File: src/skl_pkg.sv
// Shared constants and types for the sorted key list.
`default_nettype none

package skl_pkg;

   // Default sizes
   localparam int CAPACITY_DEF = 16;
   localparam int KEY_BITS_DEF = 32;

   // Operation codes
   localparam logic [1:0] OP_INSERT = 2'd0;
   localparam logic [1:0] OP_REMOVE = 2'd1;

   // Status codes
   localparam logic [1:0] ST_OK      = 2'd0;
   localparam logic [1:0] ST_FULL    = 2'd1;
   localparam logic [1:0] ST_MISSING = 2'd2;

   // Update command broadcast to every cell
   typedef struct packed {
      logic ins;  // insert the probe key at its sorted place
      logic rem;  // delete the first equal key
   } cmd_type;

   // Compare flags returned by each cell
   typedef struct packed {
      logic lt;      // occupied and stored key below probe key
      logic at_pos;  // first cell that is not below the probe key
      logic hit;     // at_pos, occupied and equal
   } flag_type;

endpackage

`default_nettype wire

File: src/sorted_key_list.sv
// Top level of the sorted key list: request latch, row of key cells, result register.
`default_nettype none

// Sorted key list. Holds up to CAPACITY signed KEY_BITS-bit keys in ascending
// order in a row of cells, one key per cell. Each request item inserts (op 0),
// removes (op 1) or searches (op 2 or 3) one key; every item yields exactly one
// response item with status (0 ok, 1 full, 2 not found), found, position (first
// equal key or insert point, saturated at 15) and count (saturated at 31).
// An accepted item is held in a request register until the response register can take
// it; then all cells compare it in parallel and shift their keys at the same clock edge
// that registers the response, so rsp_valid rises at that edge; a new item is taken
// every cycle while rsp_stall stays low.
// The response register lets the next item be accepted
// while a finished response waits. Keys in empty cells are not cleared at reset.
module sorted_key_list #(
   parameter int CAPACITY = skl_pkg::CAPACITY_DEF,
   parameter int KEY_BITS = skl_pkg::KEY_BITS_DEF
) (
   input  wire                       clock,
   input  wire                       reset,
   input  wire                       req_valid,
   output logic                      req_stall,
   input  wire  [1:0]                req_op,
   input  wire  signed [KEY_BITS-1:0] req_key,
   output logic                      rsp_valid,
   input  wire                       rsp_stall,
   output logic [1:0]                rsp_status,
   output logic                      rsp_found,
   output logic [3:0]                rsp_position,
   output logic [4:0]                rsp_count
);

   localparam int CW = $clog2(CAPACITY + 1);
   localparam int SW = (CW > 5) ? CW : 5;

   logic                       busy_ff, busy_in;
   logic [1:0]                 op_ff;
   logic signed [KEY_BITS-1:0] probe_ff;
   logic [CW-1:0]              count_ff, count_in;
   logic                       rsp_valid_ff, rsp_valid_in;
   logic [1:0]                 status_ff;
   logic                       found_ff;
   logic [3:0]                 position_ff;
   logic [4:0]                 rcount_ff;

   logic                       fire;
   logic                       accept;
   logic                       full;
   logic                       hit;
   logic                       ins_ok;
   logic                       rem_ok;
   logic [CW-1:0]              pos;
   logic [CW-1:0]              enc;
   logic [SW-1:0]              pos_wide;
   logic [SW-1:0]              cnt_wide;
   logic [1:0]                 status;
   skl_pkg::cmd_type           cmd;

   logic signed [KEY_BITS-1:0] key_vec [CAPACITY];
   skl_pkg::flag_type          flag_vec [CAPACITY];
   logic [CAPACITY-1:0]        hit_vec;

   // Handshake: compute when a held item can move into the response register
   assign fire      = busy_ff && (!rsp_valid_ff || !rsp_stall);
   assign req_stall = busy_ff && !fire;
   assign accept    = req_valid && !req_stall;

   // Row of cells
   for (genvar i = 0; i < CAPACITY; i++) begin : g_cell
      logic occ;
      logic left_lt;
      logic signed [KEY_BITS-1:0] left_key;
      logic signed [KEY_BITS-1:0] right_key;

      assign occ = count_ff > CW'(i);
      if (i == 0) begin : g_first
         assign left_lt  = 1'b1;
         assign left_key = probe_ff;
      end else begin : g_mid
         assign left_lt  = flag_vec[i-1].lt;
         assign left_key = key_vec[i-1];
      end
      if (i == CAPACITY - 1) begin : g_last
         assign right_key = key_vec[i];
      end else begin : g_inner
         assign right_key = key_vec[i+1];
      end
      assign hit_vec[i] = flag_vec[i].hit;

      skl_cell #(
         .KEY_BITS (KEY_BITS)
      ) u_cell (
         .clock     (clock),
         .cmd       (cmd),
         .probe_key (probe_ff),
         .occ       (occ),
         .left_lt   (left_lt),
         .left_key  (left_key),
         .right_key (right_key),
         .key_out   (key_vec[i]),
         .flags     (flag_vec[i])
      );
   end

   // Encode the one-hot insert point
   always_comb begin
      enc = '0;
      for (int i = 0; i < CAPACITY; i++) begin
         if (flag_vec[i].at_pos) begin
            enc = enc | CW'(i);
         end
      end
   end

   assign hit  = |hit_vec;
   assign full = count_ff == CW'(CAPACITY);
   assign pos  = flag_vec[CAPACITY-1].lt ? CW'(CAPACITY) : enc;

   assign ins_ok  = fire && (op_ff == skl_pkg::OP_INSERT) && !full;
   assign rem_ok  = fire && (op_ff == skl_pkg::OP_REMOVE) && hit;
   assign cmd.ins = ins_ok;
   assign cmd.rem = rem_ok;

   // Next count and status
   always_comb begin
      count_in = count_ff;
      if (ins_ok) begin
         count_in = count_ff + CW'(1);
      end else if (rem_ok) begin
         count_in = count_ff - CW'(1);
      end
      case (op_ff)
         skl_pkg::OP_INSERT: status = full ? skl_pkg::ST_FULL : skl_pkg::ST_OK;
         default:            status = hit ? skl_pkg::ST_OK : skl_pkg::ST_MISSING;
      endcase
   end

   assign pos_wide = SW'(pos);
   assign cnt_wide = SW'(count_in);

   // Control next state
   always_comb begin
      busy_in = busy_ff;
      if (accept) begin
         busy_in = 1'b1;
      end else if (fire) begin
         busy_in = 1'b0;
      end
      rsp_valid_in = rsp_valid_ff;
      if (fire) begin
         rsp_valid_in = 1'b1;
      end else if (!rsp_stall) begin
         rsp_valid_in = 1'b0;
      end
   end

   always_ff @(posedge clock) begin
      if (reset) begin
         busy_ff      <= 1'b0;
         rsp_valid_ff <= 1'b0;
         count_ff     <= '0;
      end else begin
         busy_ff      <= busy_in;
         rsp_valid_ff <= rsp_valid_in;
         count_ff     <= count_in;
      end
   end

   // Hold the accepted item and the finished response
   always_ff @(posedge clock) begin
      if (accept) begin
         op_ff    <= req_op;
         probe_ff <= req_key;
      end
      if (fire) begin
         status_ff   <= status;
         found_ff    <= hit;
         position_ff <= (pos_wide > SW'(15)) ? 4'd15 : pos_wide[3:0];
         rcount_ff   <= (cnt_wide > SW'(31)) ? 5'd31 : cnt_wide[4:0];
      end
   end

   assign rsp_valid    = rsp_valid_ff;
   assign rsp_status   = status_ff;
   assign rsp_found    = found_ff;
   assign rsp_position = position_ff;
   assign rsp_count    = rcount_ff;

endmodule

`default_nettype wire

File: src/skl_cell.sv
// One slot of the sorted key list: holds a key, compares it, shifts with its neighbors.
`default_nettype none

module skl_cell #(
   parameter int KEY_BITS = skl_pkg::KEY_BITS_DEF
) (
   input  wire                       clock,
   input  skl_pkg::cmd_type          cmd,
   input  wire signed [KEY_BITS-1:0] probe_key,
   input  wire                       occ,
   input  wire                       left_lt,
   input  wire signed [KEY_BITS-1:0] left_key,
   input  wire signed [KEY_BITS-1:0] right_key,
   output logic signed [KEY_BITS-1:0] key_out,
   output skl_pkg::flag_type         flags
);

   logic signed [KEY_BITS-1:0] key_ff;
   logic signed [KEY_BITS-1:0] key_in;
   logic                       lt;
   logic                       at_pos;

   // Compare stored key against the probe key
   assign lt     = occ && (key_ff < probe_key);
   assign at_pos = !lt && left_lt;

   assign flags.lt     = lt;
   assign flags.at_pos = at_pos;
   assign flags.hit    = at_pos && occ && (key_ff == probe_key);
   assign key_out      = key_ff;

   // Shift right on insert, left on remove; smaller keys hold
   always_comb begin
      key_in = key_ff;
      if (cmd.ins && !lt) begin
         key_in = at_pos ? probe_key : left_key;
      end else if (cmd.rem && !lt) begin
         key_in = right_key;
      end
   end

   always_ff @(posedge clock) begin
      key_ff <= key_in;
   end

endmodule

`default_nettype wire

File: config.mk
export PLATFORM = sky130hd
export DESIGN_NAME = sorted_key_list
export DESIGN_NICKNAME = d
export VERILOG_FILES = /design/src/skl_pkg.sv /design/src/sorted_key_list.sv /design/src/skl_cell.sv
export SDC_FILE = /design/constraint.sdc
export NUM_CORES = 2
export LEC_CHECK = 0
export BUFFER_PORTS_ARGS = -buffer_cell sky130_fd_sc_hd__buf_2
export CAP_MARGIN = 20
export CORE_MARGIN = 5
export CORE_UTILIZATION = 42
export DETAILED_ROUTE_END_ITERATION = 12
export MAX_ROUTING_LAYER = met4
export PLACE_DENSITY = 0.58
export SLEW_MARGIN = 25
export SYNTH_ARGS = -nofsm -noshare
export SYNTH_HDL_FRONTEND = slang
export SYNTH_SLANG_ARGS = --single-unit
export TNS_END_PERCENT = 5
File: constraint.sdc
create_clock -name clock -period 8.8 [get_ports clock]
set_input_delay 0.88 -clock clock [delete_from_list [all_inputs] [get_ports clock]]
set_output_delay 0.88 -clock clock [all_outputs]
set_load 0.05 [all_outputs]
==> results.md <==
- Most frequent cells in the layout: a21oi_1, edfxtp_1, nor2_1
- Post-synthesis compound-gate area fraction: 0.167
- CTS Buf Count: 69
- Hold crit path type: input pin to flop
- Drt drc: 0
- Routability cong.: 0.959
- Crit path DAT: 7.44 ns
- Largest net degree at the start of global routing: 68
- First-pass GRT wire length: 193 mm
- Total Routing Usage GR: 0.263
- Post-Synthesis Cells: 4072
- Via count: 31765
- Hold Vio Cnt, Final: 0
- Placed cells: 5241
- Drt pass-1 iters: 5
- Area growth, synth to finish: 10.9%
- Clock transition at the registers of the reported paths: 0.06 ns
- DR WL/cell: 24.1 um
- WP buf/inv: 2
- Detail Placement HPWL: 98.7 mm
- Worst-case clock buffer depth: 3
- Synth top area share: 0.429
- Clock tree from TritonCTS: yes
- Final min period: 7.11 ns
- Core Region: 91900 sq um
- Crit-path max FO: 26
- Total clock sinks: 565
- Final WS setup: 1.69 ns
- Site row count: 111
- Fillers: 8768
- Pre-CTS WS: 1.88 ns
- Worst slew margin: 0.266
- CP max-delay cell: nor4_1
- Commonest non-fill, non-tap cell in the layout: a21oi_1
- Register area: 16900 sq um
- Cell Chain, Critical Path: clkinv_1 > ha_1 > nand4_1 > nor3_1 > a21boi_0 > o41ai_1 > nand3_1 > nor4_1 > a221oi_1 > nand4_1 > or2_4 > a21oi_4 > nor2_4 > buf_4
- Post-Syn Area: 39100 sq um
- Mux cell area share after synthesis: 0.0615
- Setup crit end kind: flop
- CP Launch Type: flop
- Placed cell area: 41000 sq um
- Status: finished clean
- CP max stage delay: 0.96 ns
- Pins Over Slew Limit: 0
- IO Pins: 52
- Starting density of the core: 0.425
- Most common cell on crit path: nand4_1
- Final Non-Filler Cells: 5369
- Adder-cell share of the synthesized area: 0.166
- Setup Skew: 0.0276 ns
- Seq cells post-synth: 565
- Synth Flop Type: edfxtp_1
- Worst Tran Pin Value: 1.09 ns
- Syn. warnings: 0
- Cell taking the most area after synthesis: edfxtp_1
- Root buffer cell: clkbuf_16
- Vias in the first global route: 29873
- Worst skew pair latency: 0.64 ns
- Final net count: 4626
- Simple-Gate Fraction of Synth Area: 0.145
- Top cells by area, synth: edfxtp_1, ha_1, a21oi_1
- Hold buffer count at cts: 0
- Mapped Nets: 4627
- Design area: 43300 sq um
- Register area share after synthesis: 0.433
- Post-Synth XOR/XNOR Area: 0.00112
- Die Ht: 315 um
- Initial antenna violation count: 2
- H-Tree Depth: 3
- Final WL: 129 mm
- Asr flop ratio synth: 0
- Post-CTS Setup Repair Bufs: 0
- Leak Pwr: 17.1 nW
- Die area: 99200 sq um
- Max-Cap Viols: 0
- Largest family of logic cells by synthesized area: compound AO/OA/AOI/OAI gates
- Post-synth EDFFs: 558
- Final hold slack: 0.418 ns
- Multi-input gate area: 21400 sq um
- WS Path Type: flop to flop
- Final setup viols: 0
- Layout cells sized above 1: 0.0824
- Count of different cell masters after synthesis: 75
- CP Data Required Time: 9.13 ns
- Post_cts resized: 0
- VDD IR max: 0.163 mV
- Share of the core filled with cells: 0.471
- Max frequency: 141 MHz
- CP top delay family: simple AND/OR/NAND/NOR gates
- Grt ovf: 0
- Final Cycle Share: 0.808
- Post-DRT Antenna Nets: 0
- Syn Area/Cell: 9.59 sq um
- Sum Neg Setup Slack: 0 ns
- Die Span X: 315 um
- I/O Buffers: 51
- Post-layout power: 6.97 mW
- PD cells: 161 nW/um^2
- RSZ-0062 raised after global routing: false
- Vias/cell: 5.92
- Starting DRT DRC Count: 3478
## worst paths after layout
kind	cells after the start	from	to	slack (ns)
max	14	g_cell[0].left_key[15]	g_cell[5].u_cell.key_out[15]	1.69
min	1	req_key[22]	g_cell[0].left_key[22]	0.42
max reg2reg	14	g_cell[0].left_key[15]	g_cell[5].u_cell.key_out[15]	1.69
min reg2reg	2	busy_ff	rsp_valid	0.49
## where the power goes
group / internal (mW) / total [mW] / leakage (nW) / switching (mW)
Sequential: 3.03 / 3.12 / 5.14 / 0.0904
Clock: 1.68 / 2.89 / 1.10 / 1.21
Combinational: 0.323 / 0.950 / 10.9 / 0.627
Total: 5.04 / 6.97 / 17.1 / 1.93
## cell families (layout without fill, tap and decap cells)
family / count (synthesis) / after routing
multiplexers: 235 / 235
buffers and inverters: 286 / 338
adder cells (fa/ha/maj): 517 / 517
AND/OR/NAND/NOR: 1296 / 1296
XOR/XNOR: 5 / 5
AO/OA/AOI/OAI: 1168 / 1168
other: 0 / 2
flip-flops: 565 / 565
## synth_stat cells, types with 22 or more instances
cell,n
inv_1,42
a21oi_1,641
nor2_1,562
a31oi_1,38
a221oi_1,22
nor3_1,30
nand3_1,56
clkbuf_1,189
nand4_1,89
edfxtp_1,558
nand2_1,428
and4_1,25
nor4_1,24
o21ai_0,294
ha_1,517
mux2i_1,199
mux2_2,35
clkinv_1,31
a21o_1,51
## final cells by class
class	count	share of cell area
diodes	2	0.000116
clock buffers	86	0.0430
clock inverters	38	0.00826
inverters	74	0.00641
multi-input cells	3221	0.493
flip-flops and latches	565	0.390
well taps	1243	0.0359
repair buffers	140	0.0228
## registers in the layout, summed over array words and instances, names as in the netlist
signal and count:
rsp_count 5, rsp_status 2, g_cell.u_cell.key_out 512, count_ff 5, rsp_valid 1, busy_ff 1, rsp_found 1, rsp_position 4
g_cell.left_key 32, op_ff 2
## routing by layer
layer | GRT usage | wire, um
met2 | 0.380 | 55200
met5 | - | 0
met1 | 0.379 | 59200
met3 | 0.0382 | 10400
met4 | 0.0882 | 4590
No activity file was read; power rests on OpenSTA's default activity.
